--- src/hdl/pfbc_pkg.sv ---
`default_nettype none

package pfbc_pkg;

  localparam int VoltBits  = 14;
  localparam int CountBits = 4;
  localparam int ThrBits   = 14;
  localparam int MinBits   = 8;
  localparam int LimBits   = 4;
  localparam int PulseBits = 5;
  localparam int HalfBits  = 6;
  localparam int CfgDataBits = 14;
  localparam int CfgIdxBits  = 3;
  localparam int CmpBits   = (VoltBits > ThrBits) ? VoltBits : ThrBits;

  localparam logic [ThrBits-1:0]   ThrReset     = ThrBits'(9500);
  localparam logic [MinBits-1:0]   TrickleReset = MinBits'(5);
  localparam logic [MinBits-1:0]   EndReset     = MinBits'(55);
  localparam logic [LimBits-1:0]   HiLimReset   = LimBits'(3);
  localparam logic [LimBits-1:0]   LoLimReset   = LimBits'(7);
  localparam logic [PulseBits-1:0] PulseReset   = PulseBits'(2);
  localparam logic [HalfBits-1:0]  HalfReset    = HalfBits'(25);

  typedef enum logic [CfgIdxBits-1:0] {
    REG_FULL_THR   = 3'd0,
    REG_TRICKLE    = 3'd1,
    REG_END        = 3'd2,
    REG_HIGH_LIMIT = 3'd3,
    REG_LOW_LIMIT  = 3'd4,
    REG_PULSE_ON   = 3'd5,
    REG_HALF       = 3'd6
  } cfg_reg_e;

  typedef enum logic [3:0] {
    PH_IDLE    = 4'b0001,
    PH_TRICKLE = 4'b0010,
    PH_FAST    = 4'b0100,
    PH_DONE    = 4'b1000
  } phase_e;

  localparam logic [1:0] PhaseCodeIdle    = 2'd0;
  localparam logic [1:0] PhaseCodeTrickle = 2'd1;
  localparam logic [1:0] PhaseCodeFast    = 2'd2;
  localparam logic [1:0] PhaseCodeDone    = 2'd3;

  typedef struct packed {
    logic                action;
    logic [VoltBits-1:0] voltage_mv;
    logic [MinBits-1:0]  elapsed_minutes;
  } in_item_t;

  typedef struct packed {
    logic                charge_on;
    logic                green_led;
    logic                red_led;
    logic                battery_full;
    logic [1:0]          charge_phase;
    logic [VoltBits-1:0] last_voltage_mv;
  } out_item_t;

  // limits used by the voltage qualifier
  typedef struct packed {
    logic [ThrBits-1:0] thr;
    logic [LimBits-1:0] hi_lim;
    logic [LimBits-1:0] lo_lim;
  } lim_t;

  function automatic logic [1:0] phase_code(phase_e ph);
    logic [1:0] code;
    case (ph)
      PH_IDLE:    code = PhaseCodeIdle;
      PH_TRICKLE: code = PhaseCodeTrickle;
      PH_FAST:    code = PhaseCodeFast;
      PH_DONE:    code = PhaseCodeDone;
      default:    code = PhaseCodeIdle;
    endcase
    return code;
  endfunction

endpackage

`default_nettype wire

--- src/hdl/pfbc_sample.sv ---
`default_nettype none

module pfbc_sample import pfbc_pkg::*; #(
  parameter int COUNT_BITS = CountBits
) (
  input  wire logic                  en_i,
  input  wire logic [VoltBits-1:0]   volt_i,
  input  wire lim_t                  lim_i,
  input  wire logic                  full_i,
  input  wire logic [COUNT_BITS-1:0] high_run_i,
  input  wire logic [COUNT_BITS-1:0] low_run_i,
  output logic                       full_o,
  output logic [COUNT_BITS-1:0]      high_run_o,
  output logic [COUNT_BITS-1:0]      low_run_o
);

  localparam int CW = (COUNT_BITS > LimBits) ? COUNT_BITS : LimBits;
  localparam logic [COUNT_BITS-1:0] RunMax = {COUNT_BITS{1'b1}};

  logic                  high;
  logic [COUNT_BITS-1:0] lo_next;
  logic [COUNT_BITS-1:0] hi_next;

  assign high = CmpBits'(volt_i) > CmpBits'(lim_i.thr);

  always_comb begin
    full_o     = full_i;
    high_run_o = high_run_i;
    low_run_o  = low_run_i;
    lo_next    = low_run_i;
    hi_next    = high_run_i;
    if (en_i) begin
      if (full_i) begin
        if (high) begin
          lo_next = '0;
        end else if (low_run_i != RunMax) begin
          lo_next = low_run_i + COUNT_BITS'(1);
        end
        low_run_o = lo_next;
        if (CW'(lo_next) > CW'(lim_i.lo_lim)) begin
          full_o    = 1'b0;
          low_run_o = '0;
        end
      end else begin
        if (high) begin
          low_run_o = '0;
          if (high_run_i != RunMax) begin
            hi_next = high_run_i + COUNT_BITS'(1);
          end
        end else begin
          hi_next = '0;
        end
        high_run_o = hi_next;
        if (CW'(hi_next) > CW'(lim_i.hi_lim)) begin
          full_o     = 1'b1;
          high_run_o = '0;
        end
      end
    end
  end

endmodule

`default_nettype wire

--- src/hdl/pulse_then_fast_battery_charger_unit.sv ---
// Pulse-then-fast battery charge sequencer, one input beat per 20 ms tick.
// Input channel (in_valid_i/in_ready_o, in_item_i): action 1 restarts the
// sequence in the pulse trickle phase, action 0 is one tick carrying the
// battery voltage and the elapsed minute count.
// Output channel (out_valid_o/out_ready_i, out_item_o): exactly one result
// beat per input beat, in order: charger drive, LEDs, full flag, phase and
// the last checked voltage.
// Config channel (cfg_valid_i/cfg_ready_o, cfg_index_i, cfg_data_i): always
// ready; write only while no result is pending. Index 7 is ignored.
// The result of a beat is on the output register in the cycle after
// acceptance. Throughput: one beat per cycle unless the receiver stalls;
// the whole tick update is one pass of logic from the state registers into
// the result register. A stalled receiver holds the result register;
// in_ready_o then drops until that beat is taken, and a beat is accepted in
// the same cycle the held one leaves.
// Reset: phase idle, all counters and flags cleared, registers at their
// default values, no result pending.
`default_nettype none

module pulse_then_fast_battery_charger_unit import pfbc_pkg::*; #(
  parameter int COUNT_BITS = CountBits
) (
  input  wire logic                   clk_i,
  input  wire logic                   rst_ni,
  input  wire logic                   in_valid_i,
  output logic                        in_ready_o,
  input  wire in_item_t               in_item_i,
  output logic                        out_valid_o,
  input  wire logic                   out_ready_i,
  output out_item_t                   out_item_o,
  input  wire logic                   cfg_valid_i,
  output logic                        cfg_ready_o,
  input  wire logic [CfgIdxBits-1:0]  cfg_index_i,
  input  wire logic [CfgDataBits-1:0] cfg_data_i
);

  // configuration
  logic [ThrBits-1:0]   thr_q;
  logic [MinBits-1:0]   trickle_q;
  logic [MinBits-1:0]   end_q;
  logic [LimBits-1:0]   hi_lim_q;
  logic [LimBits-1:0]   lo_lim_q;
  logic [PulseBits-1:0] pulse_q;
  logic [HalfBits-1:0]  half_q;

  // sequencer state
  phase_e                phase_q, phase_d;
  logic [HalfBits-1:0]   tick_q, tick_d;
  logic                  sh_q, sh_d;
  logic                  blink_q, blink_d;
  logic                  green_q, green_d;
  logic                  charger_q, charger_d;
  logic                  full_q, full_d;
  logic [COUNT_BITS-1:0] high_run_q, high_run_d;
  logic [COUNT_BITS-1:0] low_run_q, low_run_d;
  logic [VoltBits-1:0]   last_q, last_d;

  logic      out_valid_q;
  out_item_t out_item_q;

  logic                  accept;
  logic                  tick_beat;
  logic [HalfBits-1:0]   hp;
  logic                  t0;
  logic                  trk_go;
  logic                  fast_entry;
  logic                  fast_active;
  logic [HalfBits-1:0]   ft_tick;
  logic                  ft_blink;
  logic                  ft_stop;
  logic [HalfBits:0]     ft_inc;
  logic                  ft_wrap;
  logic [HalfBits:0]     trk_inc;
  logic                  trk_wrap;
  logic                  samp_en;
  logic                  samp_full;
  logic [COUNT_BITS-1:0] samp_high_run;
  logic [COUNT_BITS-1:0] samp_low_run;
  lim_t                  lim;

  assign cfg_ready_o = 1'b1;
  assign in_ready_o  = !out_valid_q || out_ready_i;
  assign accept      = in_valid_i && in_ready_o;
  assign tick_beat   = accept && !in_item_i.action;

  assign hp = (half_q == '0) ? HalfBits'(1) : half_q;
  assign t0 = (tick_q == '0);
  assign trk_go = (in_item_i.elapsed_minutes < trickle_q) && !full_q;

  // fast charge entered from the start of a trickle period
  assign fast_entry  = tick_beat && (phase_q == PH_TRICKLE) && t0 && !sh_q && !trk_go;
  assign fast_active = fast_entry || (tick_beat && (phase_q == PH_FAST));
  assign ft_tick     = fast_entry ? '0 : tick_q;
  assign ft_blink    = fast_entry ? 1'b0 : blink_q;
  assign ft_stop     = (ft_tick == '0) &&
                       !((in_item_i.elapsed_minutes < end_q) && !full_q);
  assign ft_inc      = {1'b0, ft_tick} + (HalfBits+1)'(1);
  assign ft_wrap     = ft_inc >= {1'b0, hp};
  assign trk_inc     = {1'b0, tick_q} + (HalfBits+1)'(1);
  assign trk_wrap    = trk_inc >= {1'b0, hp};

  assign samp_en = (tick_beat && (phase_q == PH_TRICKLE) && t0 && (sh_q || trk_go)) ||
                   (fast_active && !ft_stop && ft_wrap);

  assign lim = '{thr: thr_q, hi_lim: hi_lim_q, lo_lim: lo_lim_q};

  pfbc_sample #(
    .COUNT_BITS(COUNT_BITS)
  ) u_sample (
    .en_i       (samp_en),
    .volt_i     (in_item_i.voltage_mv),
    .lim_i      (lim),
    .full_i     (full_q),
    .high_run_i (high_run_q),
    .low_run_i  (low_run_q),
    .full_o     (samp_full),
    .high_run_o (samp_high_run),
    .low_run_o  (samp_low_run)
  );

  always_comb begin
    phase_d    = phase_q;
    tick_d     = tick_q;
    sh_d       = sh_q;
    blink_d    = blink_q;
    green_d    = green_q;
    charger_d  = charger_q;
    full_d     = samp_full;
    high_run_d = samp_high_run;
    low_run_d  = samp_low_run;
    last_d     = samp_en ? in_item_i.voltage_mv : last_q;
    if (accept && in_item_i.action) begin
      phase_d   = PH_TRICKLE;
      tick_d    = '0;
      sh_d      = 1'b0;
      full_d    = 1'b0;
      last_d    = '0;
      charger_d = 1'b0;
    end else if (fast_active) begin
      phase_d = PH_FAST;
      tick_d  = ft_tick;
      blink_d = ft_blink;
      if (ft_stop) begin
        phase_d   = PH_DONE;
        charger_d = 1'b0;
      end else begin
        if (ft_tick == '0) begin
          green_d = ft_blink;
          blink_d = !ft_blink;
        end
        charger_d = 1'b1;
        tick_d    = ft_wrap ? '0 : ft_inc[HalfBits-1:0];
      end
    end else if (tick_beat && (phase_q == PH_TRICKLE)) begin
      if (t0) begin
        green_d = !sh_q;
      end
      if (t0 && !sh_q && samp_full) begin
        // full at the first check of a period: fast charge ends at once
        phase_d   = PH_DONE;
        tick_d    = '0;
        blink_d   = 1'b0;
        charger_d = 1'b0;
      end else begin
        charger_d = !sh_q && (tick_q < HalfBits'(pulse_q));
        tick_d    = trk_wrap ? '0 : trk_inc[HalfBits-1:0];
        sh_d      = trk_wrap ? !sh_q : sh_q;
      end
    end
  end

  always_ff @(posedge clk_i or negedge rst_ni) begin
    if (!rst_ni) begin
      thr_q     <= ThrReset;
      trickle_q <= TrickleReset;
      end_q     <= EndReset;
      hi_lim_q  <= HiLimReset;
      lo_lim_q  <= LoLimReset;
      pulse_q   <= PulseReset;
      half_q    <= HalfReset;
    end else if (cfg_valid_i && cfg_ready_o) begin
      case (cfg_index_i)
        REG_FULL_THR:   thr_q     <= cfg_data_i[ThrBits-1:0];
        REG_TRICKLE:    trickle_q <= cfg_data_i[MinBits-1:0];
        REG_END:        end_q     <= cfg_data_i[MinBits-1:0];
        REG_HIGH_LIMIT: hi_lim_q  <= cfg_data_i[LimBits-1:0];
        REG_LOW_LIMIT:  lo_lim_q  <= cfg_data_i[LimBits-1:0];
        REG_PULSE_ON:   pulse_q   <= cfg_data_i[PulseBits-1:0];
        REG_HALF:       half_q    <= cfg_data_i[HalfBits-1:0];
        default: begin
        end
      endcase
    end
  end

  always_ff @(posedge clk_i or negedge rst_ni) begin
    if (!rst_ni) begin
      phase_q    <= PH_IDLE;
      tick_q     <= '0;
      sh_q       <= 1'b0;
      blink_q    <= 1'b0;
      green_q    <= 1'b0;
      charger_q  <= 1'b0;
      full_q     <= 1'b0;
      high_run_q <= '0;
      low_run_q  <= '0;
      last_q     <= '0;
    end else if (accept) begin
      phase_q    <= phase_d;
      tick_q     <= tick_d;
      sh_q       <= sh_d;
      blink_q    <= blink_d;
      green_q    <= green_d;
      charger_q  <= charger_d;
      full_q     <= full_d;
      high_run_q <= high_run_d;
      low_run_q  <= low_run_d;
      last_q     <= last_d;
    end
  end

  always_ff @(posedge clk_i or negedge rst_ni) begin
    if (!rst_ni) begin
      out_valid_q <= 1'b0;
    end else if (accept) begin
      out_valid_q <= 1'b1;
    end else if (out_ready_i) begin
      out_valid_q <= 1'b0;
    end
  end

  always_ff @(posedge clk_i) begin
    if (accept) begin
      out_item_q.charge_on       <= charger_d;
      out_item_q.green_led       <= green_d;
      out_item_q.red_led         <= (phase_d == PH_FAST) || (phase_d == PH_DONE);
      out_item_q.battery_full    <= full_d;
      out_item_q.charge_phase    <= phase_code(phase_d);
      out_item_q.last_voltage_mv <= last_d;
    end
  end

  assign out_valid_o = out_valid_q;
  assign out_item_o  = out_item_q;

  // red LED tracks fast charge and completion
  a_red_phase: assert property (@(posedge clk_i) disable iff (!rst_ni)
    out_valid_o |-> (out_item_o.red_led == out_item_o.charge_phase[1]))
    else $error("red LED disagrees with phase");

  // a start beat always reports trickle with charger off and full cleared
  a_start: assert property (@(posedge clk_i) disable iff (!rst_ni)
    (accept && in_item_i.action) |=>
      (out_item_o.charge_phase == PhaseCodeTrickle) && !out_item_o.charge_on &&
      !out_item_o.battery_full)
    else $error("start beat result wrong");

  // complete is sticky under ticks
  a_done_holds: assert property (@(posedge clk_i) disable iff (!rst_ni)
    (tick_beat && (phase_q == PH_DONE)) |=> (phase_q == PH_DONE))
    else $error("complete phase left on a tick");

  // charger only driven while charging
  a_charger_phase: assert property (@(posedge clk_i) disable iff (!rst_ni)
    (out_valid_o && out_item_o.charge_on) |->
      ((out_item_o.charge_phase == PhaseCodeTrickle) ||
       (out_item_o.charge_phase == PhaseCodeFast)))
    else $error("charger on outside a charge phase");

endmodule

`default_nettype wire

--- config.mk ---
export PLATFORM = sky130hd
export DESIGN_NAME = pulse_then_fast_battery_charger_unit
export DESIGN_NICKNAME = d
export VERILOG_FILES = /design/src/hdl/pfbc_pkg.sv /design/src/hdl/pfbc_sample.sv /design/src/hdl/pulse_then_fast_battery_charger_unit.sv
export SDC_FILE = /design/constraint.sdc
export NUM_CORES = 1
export LEC_CHECK = 0
export ABC_AREA = 0
export BUFFER_PORTS_ARGS = -buffer_cell sky130_fd_sc_hd__buf_4
export CORE_MARGIN = 2
export CORE_UTILIZATION = 55
export CTS_BUF_LIST = sky130_fd_sc_hd__clkbuf_8 sky130_fd_sc_hd__clkbuf_16
export CTS_CLUSTER_SIZE = 40
export DETAILED_ROUTE_END_ITERATION = 8
export PLACE_DENSITY = 0.86
export SYNTH_ARGS = -nofsm -noshare
export SYNTH_HDL_FRONTEND = slang
export SYNTH_SLANG_ARGS = --single-unit
--- constraint.sdc ---
create_clock -name clk_i -period 4.3 [get_ports clk_i]
set_input_delay 0.86 -clock clk_i [delete_from_list [all_inputs] [get_ports clk_i]]
set_output_delay 0.86 -clock clk_i [all_outputs]
set_load 0.01 [all_outputs]
==> metrics.md, run 1 <==
| Metric | Value |
|---|---|
| Status | `finished clean` |
| Starting Density | `0.5696` |
| Worst Path Arrival | `~4.2 ns` |
| Largest family of logic cells by synthesized area | `compound AO/OA/AOI/OAI gates` |
| Area leader, netlist | `dfrtp_1` |
| Hold Path Depth | `1` |
| Cts bufs inserted | `9` |
| Int Pwr | `about 2.4 mW` |
| Multi-input logic area | `between 0.003 and 0.004 mm²` |
| Synth Area in XOR/XNOR | `0.01266` |
| Worst Hold End | `pulse_q[0]` |
| CP Cell Sequence | `buf_4, ha_1, a211oi_2, o21ai_2, a21oi_2, o21ai_1, inv_1, ha_1, nand3_1, xnor2_2, ha_1, a21o_1, a21oi_1, o211ai_1, a31o_1, buf_12, mux2i_1, nor2_1` |
| CTS tree | `yes` |
| Drt wl/cell | `between 15 and 20 µm` |
| Net Count, Synth | `between 700 and 800` |
| P&R area growth vs syn | `19.26%` |
| Pwr/cell area | `roughly 500 mW/mm²` |
| Peak VDD IR | `around 290 µV` |
| NumNets Final | `a little over 800` |
| Diode count | `0` |
| Comb pwr share | `0.370` |
| Fill cells | `787` |
| Initial antenna violation count | `0` |
| Vias in the first global route | `5254` |
| # clock sinks | `107` |
| Slowest stage cell on the critical path | `ha_1` |
| Hold_sp | `pulse_q[0]` |
| Slew Limit Fails | `0` |
| Max layer used | `met4` |
| Hpwl dp | `11460 µm` |
| FF-to-FF End | `out_item_o[15]` |
| Synth unique cells | `66` |
| HP Class | `reg2reg` |
| Yosys warning count | `0` |
| Core area | `~0.011 mm²` |
| Post-synthesis cell count | `607` |
| Pre-antenna DRT Iters | `5` |
| Multiplexer area fraction after synthesis | `0.06991` |
| FF-to-FF Start | `thr_q[2]` |
| Reg2reg setup slack | `0.25 ns` |
| Reg area | `roughly 0.0028 mm²` |
| Final WL | `about 16000 µm` |
| DRC | `0` |
| Psw | `roughly 1.3 mW` |
| Layout cell share with drive strength beyond 1 | `0.2574` |
| Clock Tree Buf Depth | `2` |
| Max_slew headroom | `0.2636` |
| Placed Area | `0.007062 mm²` |
| Clk Latency, worst-skew pair | `roughly 0.36 ns` |
| Grt ovf | `0` |
| Largest net degree at the start of global routing | `88` |
| Worst hold slack | `roughly 0.5 ns` |
| Number of synthesized flops with an enable pin | `20` |
| Async S/R FF share, synth | `0.8131` |
| CP Capture Type | `flop` |
| MaxCap Viol Count | `0` |
| Sequential fraction of design power | `0.382` |
| Commonest cells after routing, fill and taps aside | `buf_4 (101), dfrtp_1 (64), ha_1 (58)` |
| First-pass GRT wire length | `25830 µm` |
| Fmax | `between 0.2 and 0.25 GHz` |
| Design area | `between 0.007 and 0.008 mm²` |
| Die ar. | `approximately 0.012 mm²` |
| Clock H-tree levels | `3` |
| Final min period | `4.124 ns` |
| Critical path type | `in2reg` |
| Total track usage | `0.2639` |
| FF+latch count, synth | `about 110` |
| Dominant synthesized flop cell | `dfrtp_1` |
| Worst R2R Path Depth | `19` |
| Worst Setup SP | `in_item_i[3]` |
| Skew final | `0.01077 ns` |
| Top cell type's share of synthesized area | `0.2571` |
| Number of port buffers | `between 60 and 70` |
| Largest cells by area after synthesis | `dfrtp_1 (26%), ha_1 (12%), dfstp_2 (9.7%), edfxtp_1 (9.6%), o21ai_0 (4.3%)` |
| Adder-cell area share of the yosys netlist | `0.1165` |
| Iteration-0 DRC count of the detailed router | `between 400 and 500` |
| Rows | `38` |
| Crit-path max cell delay | `around 0.33 ns` |
| Dpl ws | `-0.1423 ns` |
| Clock transition at path regs | `approximately 0.070 ns` |
| Syn Std Cell Area | `0.006228 mm²` |
| DR WL met3 | `approximately 840 µm` |
| Die Width | `approximately 110 µm` |
| Clock power share | `0.248` |
| DRT antenna net count | `0` |
| Final number of setup-violating endpoints | `0` |
| Setup ws final | `between 0.15 and 0.2 ns` |
| RSZ-0062 raised after global routing | `no` |
| Ports | `between 60 and 70` |
| Final worst path period share | `0.9591` |
| Setup TNS | `0 ns` |
| Startpoint Class | `primary input` |
| Metal2 WL | `7962 µm` |
| Syn Area/Cell | `10.26 µm²` |
| Wl on met1 | `6457 µm` |
| Most common cell after layout, fill and taps aside | `buf_4` |
| Vias per cell | `between 6 and 7` |
| Worst-Margin Slew | `1.105 ns` |
| Crit-path most repeated cell | `ha_1` |
| Synth Area in Compound Gates | `0.1531` |
| Post-CTS setup buffers | `0` |
| Seq/Total Area, Yosys | `0.4506` |
| CP Data Required Time | `between 4 and 5 ns` |
| Final GP Congestion | `about 0.94` |
| Sw Share | `0.3481` |
| Crit Path Max Fanout | `14` |
| Simple-gate share of the synthesized area | `0.1446` |
| Die height | `between 100 and 150 µm` |
| P_leak | `roughly 3.4 nW` |
| Hold Fails Final Rpt | `0` |
| Root Driver | `clkbuf_16` |
| Vias | `around 5000` |
## critical path, delay by kind of cell
kind,cells,cell delay (ns)
AOI/OAI and AO/OA,8,1.54
and+or+nand+nor,2,0.19
xor gates and xnor gates,1,0.18
adders and majority gates,3,0.81
buffers and inverters,3,0.38
muxes,1,0.25
## synthesized netlist by cell type, drive strengths merged, types with 5 or more instances
master,instances
mux2,22
nor3,10
buf,7
o211ai,8
edfxtp,20
nor2b,5
a21o,6
dfstp,23
a22oi,8
and3,5
xnor2,7
o21ai,55
clkbuf,11
o21a,8
a21oi,12
ha,58
nand3,18
inv,53
nand2,54
a211oi,5
nand4,7
nor2,47
dfrtp,64
nand2b,11
mux2i,18
## logic make-up (layout without fill, tap and decap cells)
kind of cell,after synthesis,count (layout)
other cells,1,1
buf+inv,71,171
simple gates,179,179
mux,40,40
fa+ha+maj,58,58
compound gates,142,142
flops,107,107
xor+xnor,9,9
## cell type report
class	count	share of cell area
timing repair buffer	102	0.1048
multi-input combinational	429	0.4223
inverter	53	0.02678
sequential	107	0.3778
clock inverter	7	0.01449
tap	140	0.02358
clock buffer	9	0.03032
## through the flow
step,power (mW),cells,utilization
2_1_floorplan,2.290,607,-
3_3_place_gp,2.673,831,0.6458
3_5_place_dp,2.777,831,0.6458
4_1_cts,3.723,847,0.6762
5_1_grt,3.952,847,0.6793
6_report,3.753,847,0.6793
## worst max path at each step
stage,endpoint,slack (ns),cells after the start
after global routing,high_run_q[0],0.008,18
after global placement,high_run_q[0],-0.003,18
after floorplan,out_item_o[0],0.01,18
final,out_item_o[0],0.18,18
after detailed placement,high_run_q[0],-0.14,18
after CTS,out_item_o[8],0.13,18
## power by group through the flow
stage	sequential (mW)	clock, mW	combinational, mW
5_1_grt	1.46	0.970	1.52
6_report	1.43	0.931	1.39
3_3_place_gp	1.43	0	1.24
2_1_floorplan	1.43	0	0.864
3_5_place_dp	1.45	0	1.33
4_1_cts	1.43	0.934	1.36
## registers in the layout, indices dropped and copies added (netlist names)
signal and flops:
out_item_o 20, trickle_q 8, charger_q 1, low_run_q 4, pulse_q 5, last_q 14, full_q 1, phase_q 4
sh_q 1, end_q 8, high_run_q 4, thr_q 14, tick_q 6, blink_q 1, hi_lim_q 4, green_q 1
half_q 6, out_valid_o 1, lo_lim_q 4
## per-layer routing
metal  vias up  track usage
met1      2527       0.3281
li1       2378            -
met3        45      0.03622
met4         0       0.1317
met2       204       0.4511
met5         -            0
## what timing repair did
item                                    in CTS  in global routing
endpoints found under the setup margin       0                 21
hold buffers                                 0                  0
resized for setup                            0                  8
endpoints found under the hold margin        0                  0
Power figures use the tool's default switching activity.
==> run 2, diff against run 1 <==
--- a/config.mk
+++ b/config.mk
@@ -8,11 +8,11 @@
 export ABC_AREA = 0
 export BUFFER_PORTS_ARGS = -buffer_cell sky130_fd_sc_hd__buf_4
 export CORE_MARGIN = 2
-export CORE_UTILIZATION = 55
+export CORE_UTILIZATION = 45
 export CTS_BUF_LIST = sky130_fd_sc_hd__clkbuf_8 sky130_fd_sc_hd__clkbuf_16
 export CTS_CLUSTER_SIZE = 40
 export DETAILED_ROUTE_END_ITERATION = 8
-export PLACE_DENSITY = 0.86
+export PLACE_DENSITY = 0.75
 export SYNTH_ARGS = -nofsm -noshare
 export SYNTH_HDL_FRONTEND = slang
 export SYNTH_SLANG_ARGS = --single-unit
==> constraint.sdc (replaced) <==
create_clock -name clk_i -period 5.13 [get_ports clk_i]
set_input_delay 1.026 -clock clk_i [delete_from_list [all_inputs] [get_ports clk_i]]
set_output_delay 1.026 -clock clk_i [all_outputs]
set_load 0.01 [all_outputs]
==> run 2 against run 1 <==
  * Non-clock buffer count decreased by 27
  * Design area decreased by 3.4%
  * Cell count increased by 1.1%
  * Die area increased by 21%
  * Clock skew increased by 0.00064 ns
  * Combinational power decreased by 27%
  * Register-to-register slack improved by 0.40 ns
  * Count of clock-buffer cells in the layout unchanged
  * Critical endpoint is now high_run_q[0]
  * Largest power group unchanged
==> metrics.md, run 2 (synthesis gave the netlist of run 1 again) <==
| Metric | Value |
|---|---|
| Status | `finished clean` |
| FF-to-FF End | `high_run_q[0]` |
| Power Total | `2.911 mW (-22%)` |
| Number of port buffers | `66 (unchanged)` |
| Slew Limit Fails | `0 (unchanged)` |
| Crit-path most repeated cell | `ha_1` |
| Setup ws final | `0.4020 ns (+0.2260 ns)` |
| Worst R2R Path Depth | `18 (-1)` |
| Clock Tree Buf Depth | `2 (unchanged)` |
| Ports | `68 (unchanged)` |
| Reg2reg setup slack | `0.65 ns (+0.40 ns)` |
| Grt ovf | `0 (unchanged)` |
| Clock transition at path regs | `0.08 ns (about the same)` |
| CTS tree | `yes` |
| Post-CTS sizing | `0 (unchanged)` |
| Starting Density | `0.4648 (-0.1048)` |
| Worst hold slack | `0.5125 ns (+0.005792 ns)` |
| CP Data Required Time | `5.37 ns (+0.97 ns)` |
| Die Width | `121.7 µm (+10%)` |
| DRC | `0 (unchanged)` |
| Levels on crit path | `18 (unchanged)` |
| Worst-Margin Slew | `0.9212 ns (-0.1834 ns)` |
| Worst Setup SP | `in_item_i[3]` |
| # clock sinks | `107 (unchanged)` |
| Vias in the first global route | `4868 (-7.3%)` |
| Final min period | `4.728 ns` |
| Die height | `121.7 µm (+10%)` |
| Dpl ws | `0.1534 ns (+0.2958 ns)` |
| Crit Path Max Fanout | `25 (+11)` |
| Peak VDD IR | `172.0 µV (-41%)` |
| Hold_buf cts | `0 (unchanged)` |
| Max_slew headroom | `0.3700 (+0.1064)` |
| Cts bufs inserted | `9 (unchanged)` |
| FF-to-FF Start | `trickle_q[2]` |
| Hold Fails Final Rpt | `0 (unchanged)` |
| First-pass GRT wire length | `24010 µm (-7.0%)` |
| Clock H-tree levels | `3 (unchanged)` |
| P_leak | `3.273 nW (-5.1%)` |
| Root Driver | `clkbuf_16` |
| Max reg flops | `20 (unchanged)` |
| Most common cell after layout, fill and taps aside | `buf_4` |
| Pwr/cell area | `405.5 mW/mm² (-20%)` |
| Crit-path max cell delay | `0.45 ns (+0.12 ns)` |
| Final worst path period share | `0.9216` |
| Rows | `42 (+11%)` |
| WP buf/inv | `3 (unchanged)` |
| Drt wl/cell | `16.82 µm (-10%)` |
| Fmax | `around 0.21 GHz` |
| Worst Path Arrival | `4.97 ns (+0.75 ns)` |
| RSZ-0062 raised after global routing | `no` |
| Post-CTS setup buffers | `0 (unchanged)` |
| Critical path type | `in2reg` |
| Final number of setup-violating endpoints | `0 (unchanged)` |
| HP Class | `reg2reg` |
| CP Cell Sequence | `buf_4, ha_1, o211ai_1, o21ai_0, a21oi_2, o21ai_0, inv_1, ha_1, nand3_1, xnor2_1, ha_1, a21o_1, a21oi_1, o211ai_1, a31o_1, buf_4, and4_1, a211o_1` |
| Largest net degree at the start of global routing | `45 (-49%)` |
| Core area | `0.01340 mm² (+23%)` |
| Total track usage | `0.2083 (-0.05558)` |
| Hpwl dp | `10930 µm (-4.6%)` |
| Clk Latency, worst-skew pair | `0.36 ns (about the same)` |
| Die ar. | `0.01480 mm² (+21%)` |
| CP top delay family | `compound AO/OA/AOI/OAI gates` |
| CP Capture Point | `high_run_q[0]` |
| P&R area growth vs syn | `15.25%` |
| CP Capture Type | `flop` |
| Setup TNS | `0 ns (unchanged)` |
| Slowest stage cell on the critical path | `o21ai_0` |
| MaxCap Viol Count | `0 (unchanged)` |
| Final GP Congestion | `0.9238 (-1.8%)` |
| Pre-antenna DRT Iters | `9 (+4)` |
| Startpoint Class | `primary input` |
| Vias per cell | `5.621 (-7.6%)` |
| Diode count | `0 (unchanged)` |
| Vias | `4812 (-6.6%)` |
| Initial antenna violation count | `0 (unchanged)` |
| Iteration-0 DRC count of the detailed router | `408 (-3.1%)` |
| Commonest cells after routing, fill and taps aside | `buf_4 (75), dfrtp_1 (64), ha_1 (58)` |
| DRT antenna net count | `0 (unchanged)` |
| Skew final | `0.01140 ns (+0.0006362 ns)` |
| NumNets Final | `778 (-3.4%)` |
| Layout cell share with drive strength beyond 1 | `0.2176 (-0.03978)` |
| Final WL | `14400 µm (-9.1%)` |
[run 2: cell types whose count changed in the layout (fill, tap and decap cells not counted), moves of 3 or more]
cell / delta
buf_4: -26
inv_6: +3
o21ai_0: +4
o21ai_1: -3
[run 2: layout make-up]
type | count | area, µm²
clock buffers | 9 | 225.2
clock inverters | 7 | 61.31
fillers | 1166 | 6222
inverters | 53 | 198.9
multi-input cells | 429 | 3103
flip-flops and latches | 107 | 2806
well taps | 176 | 220.2
repair buffers | 75 | 563.0
[run 2: how the worst min path moves through the flow]
stage                 startpoint            to  slack (ns)  depth (start not counted)
floorplan             pulse_q[0]    pulse_q[0]        0.47                          1
global placement        end_q[4]      end_q[4]        0.49                          2
detailed placement    pulse_q[0]    pulse_q[0]        0.50                          1
CTS                     end_q[4]      end_q[4]        0.51                          2
global route            thr_q[8]      thr_q[8]        0.53                          2
finish              trickle_q[2]  trickle_q[2]        0.51                          2
[run 2: power breakdown]
part           total (mW)  switching [mW]  internal [mW]
clock network       0.681           0.342          0.339
logic                1.02           0.584          0.438
registers            1.21           0.111           1.10
total                2.91            1.04           1.87
[run 2: through the flow]
stage / util / cell area (µm²) / cells
3_3_place_gp: 0.5143 / 6892 / 840
6_report: 0.5357 / 7178 / 856
5_1_grt: 0.5357 / 7178 / 856
4_1_cts: 0.5357 / 7178 / 856
2_1_floorplan: - / 6228 / 607
3_5_place_dp: 0.5143 / 6892 / 840
[run 2: layer usage]
metal  vias to the layer above  track usage  share of wire
li1                       2334            -              -
met1                      2311       0.2776           0.46
met2                       137       0.3416           0.48
met3                        30      0.02669          0.040
met4                         0      0.09267          0.024
met5                         -            0              0
[run 2: worst reg2reg max path, stage by stage, from the launching register on]
cell and delay (ns):
dfstp_2 0.52, inv_1 0.05, ha_1 0.27, o211ai_1 0.07, o21ai_0 0.45, a21oi_2 0.15, o21ai_0 0.27, inv_1 0.12
ha_1 0.28, nand3_1 0.12, xnor2_1 0.16, ha_1 0.29, a21o_1 0.19, a21oi_1 0.19, o211ai_1 0.21, a31o_1 0.29
buf_4 0.25, and4_1 0.27, a211o_1 0.23
==> run 3, diff against run 2 <==
--- a/config.mk
+++ b/config.mk
@@ -7,11 +7,11 @@
 export LEC_CHECK = 0
 export ABC_AREA = 0
 export BUFFER_PORTS_ARGS = -buffer_cell sky130_fd_sc_hd__buf_4
-export CORE_MARGIN = 2
 export CORE_UTILIZATION = 45
 export CTS_BUF_LIST = sky130_fd_sc_hd__clkbuf_8 sky130_fd_sc_hd__clkbuf_16
 export CTS_CLUSTER_SIZE = 40
 export DETAILED_ROUTE_END_ITERATION = 8
+export MAX_ROUTING_LAYER = met4
 export PLACE_DENSITY = 0.75
 export SYNTH_ARGS = -nofsm -noshare
 export SYNTH_HDL_FRONTEND = slang
==> constraint.sdc (replaced) <==
create_clock -name clk_i -period 5.13 [get_ports clk_i]
set_input_delay 0.513 -clock clk_i [delete_from_list [all_inputs] [get_ports clk_i]]
set_output_delay 0.513 -clock clk_i [all_outputs]
set_load 0.01 [all_outputs]
==> run 3 against run 2 <==
  * Sequential share of layout area fell by 0.18 points
  * Critical path type is now reg2reg
  * Count of clock-buffer cells in the layout rose by 2
  * Clock power rose by 2%
==> metrics.md, run 3 (synthesis gave the netlist of run 1 again) <==
| Metric | Value |
|---|---|
| DRT antenna net count | `0 (unchanged)` |
| HP Class | `in2reg` |
| Max_slew headroom | `0.2941 (-0.07587)` |
| Largest net degree at the start of global routing | `83 (+84%)` |
| Setup ws final | `0.8558 ns (+0.4538 ns)` |
| Post-CTS setup buffers | `0 (unchanged)` |
| Clock transition at path regs | `0.07 ns (about the same)` |
| Final min period | `4.274 ns (-0.4538 ns)` |
| Placed Area | `0.006904 mm² (+0.18%)` |
| Ports | `68 (unchanged)` |
| Hold_buf cts | `1 (+1)` |
| Rows | `42 (unchanged)` |
| Dpl ws | `0.8037 ns (+0.6503 ns)` |
| NumNets Final | `779 (+0.13%)` |
| Pre-antenna DRT Iters | `4 (-5)` |
| Hpwl dp | `10620 µm (-2.8%)` |
| P&R area growth vs syn | `15.79%` |
| MaxCap Viol Count | `0 (unchanged)` |
| Vias in the first global route | `4717 (-3.1%)` |
| Clock H-tree levels | `3 (unchanged)` |
| Cells after DPL | `840 (unchanged)` |
| Finished Core Util | `0.5403 (+0.004639)` |
| First-pass GRT wire length | `23690 µm (-1.3%)` |
| Layout cell share with drive strength beyond 1 | `0.2173 (-0.0003196)` |
| Peak VDD IR | `180.0 µV (+4.6%)` |
| Critical path type | `reg2reg` |
| CP Cell Sequence | `inv_1, ha_1, o211ai_1, o21ai_0, a21oi_2, o21ai_0, inv_1, ha_1, nand3_1, xnor2_1, ha_1, a21o_1, a21oi_1, o211ai_1, a31o_1, buf_12, mux2i_1, nor2_1` |
| Crit-path most repeated cell | `ha_1` |
| Core area | `0.01335 mm² (-0.39%)` |
| RSZ-0062 raised after global routing | `no` |
| Status | `finished clean` |
| Vias | `4759 (-1.1%)` |
| Skew final | `0.009469 ns (-0.001936 ns)` |
| Final non-filler cell total | `857 (+0.12%)` |
| Vias per cell | `5.553 (-1.2%)` |
| Total track usage | `0.2182 (+0.009880)` |
| Clk Latency, worst-skew pair | `0.36 ns (about the same)` |
| CP Capture Type | `flop` |
| Diode count | `0 (unchanged)` |
| Slowest stage cell on the critical path | `dfstp_2` |
| Crit-path max cell delay | `0.52 ns (+0.07 ns)` |
| Final worst path period share | `0.8332 (-0.08847)` |
| CTS tree | `yes` |
| Slew Limit Fails | `0 (unchanged)` |
| Setup TNS | `0 ns (unchanged)` |
| Cts bufs inserted | `9 (unchanged)` |
| Design area | `0.007212 mm² (+0.47%)` |
| Grt ovf | `0 (unchanged)` |
| Die height | `119.7 µm (-1.6%)` |
| Iteration-0 DRC count of the detailed router | `334 (-18%)` |
| DRC | `0 (unchanged)` |
| Commonest cells after routing, fill and taps aside | `buf_4 (74), dfrtp_1 (64), ha_1 (58)` |
| Max reg flops | `20 (unchanged)` |
| Drt wl/cell | `16.32 µm (-3.0%)` |
| CP Data Required Time | `5.23 ns (-0.14 ns)` |
| Worst hold slack | `0.3517 ns (-0.1608 ns)` |
| Most common cell after layout, fill and taps aside | `buf_4` |
| Final number of setup-violating endpoints | `0 (unchanged)` |
| # clock sinks | `107 (unchanged)` |
| Final WL | `13990 µm (-2.9%)` |
| Number of port buffers | `66 (unchanged)` |
| Final GP Congestion | `0.9554 (+3.4%)` |
| Initial antenna violation count | `0 (unchanged)` |
| Startpoint Class | `flop` |
| P_leak | `3.294 nW (+0.64%)` |
| Worst Path Arrival | `4.37 ns (-0.60 ns)` |
| Crit Path Max Fanout | `25 (unchanged)` |
| Clock Tree Buf Depth | `2 (unchanged)` |
| Pwr/cell area | `404.7 mW/mm² (-0.19%)` |
| Fmax | `0.2340 GHz (+11%)` |
| Worst-Margin Slew | `1.059 ns (+0.1376 ns)` |
| Hold Fails Final Rpt | `0 (unchanged)` |
| Starting Density | `0.4666 (+0.001830)` |
| Power Total | `2.919 mW (+0.28%)` |
| Post-CTS sizing | `0 (unchanged)` |
| Root Driver | `clkbuf_16` |
| Die ar. | `0.01432 mm² (-3.3%)` |
| Die Width | `119.7 µm (-1.6%)` |
[run 3: cell count changes in the layout (fill, tap and decap cells not counted), sizes merged]
cell,previous run,this run
dlygate4sd3,0,1
inv,57,58
clkinv,3,0
clkbuf,9,11
[run 3: worst max-delay path: cells and delay by family (launching register included)]
kind	cells	cell delay [ns]
AND/OR/NAND/NOR	2	0.19
AO/OA/AOI/OAI	8	1.72
buffers and inverters	3	0.35
flip-flops	1	0.52
adder cells (fa/ha/maj)	3	0.84
XOR/XNOR	1	0.16
multiplexers	1	0.21
[run 3: metal layers]
metal / up-vias / GRT usage / share of wire
met5: - / - / 0
met4: 0 / 0.08906 / 0.013
met3: 12 / 0.02376 / 0.032
met2: 75 / 0.3432 / 0.48
met1: 2355 / 0.2889 / 0.48
li1: 2317 / - / -
[run 3: where the power goes]
part / switching [mW] / leakage [nW] / internal (mW) / total, mW
Clock: 0.320 / 0.155 / 0.374 / 0.694
Combinational: 0.575 / 1.89 / 0.439 / 1.01
Sequential: 0.114 / 1.25 / 1.10 / 1.21
Total: 1.01 / 3.29 / 1.91 / 2.92
[run 3: final timing paths]
| kind | startpoint | slack [ns] | cells after the start | end |
|---|---|---|---|---|
| max | trickle_q[2] | 0.86 | 18 | out_item_o[3] |
| min | cfg_data_i[11] | 0.35 | 3 | thr_q[11] |
| max reg2reg | trickle_q[2] | 0.86 | 18 | out_item_o[3] |
| min reg2reg | thr_q[2] | 0.51 | 2 | thr_q[2] |
| max in group asynchronous | rst_ni | 3.41 | 3 | half_q[1] |
| min in group asynchronous | rst_ni | 0.49 | 2 | out_valid_o |
[run 3: final cells by class]
class / instances / area [µm²]
tap: 176 / 220.2
multi-input combinational: 429 / 3103
sequential: 107 / 2806
clock buffer: 11 / 264.0
clock inverter: 5 / 33.78
timing repair buffer: 76 / 585.6
fill: 1192 / 6136
inverter: 53 / 198.9
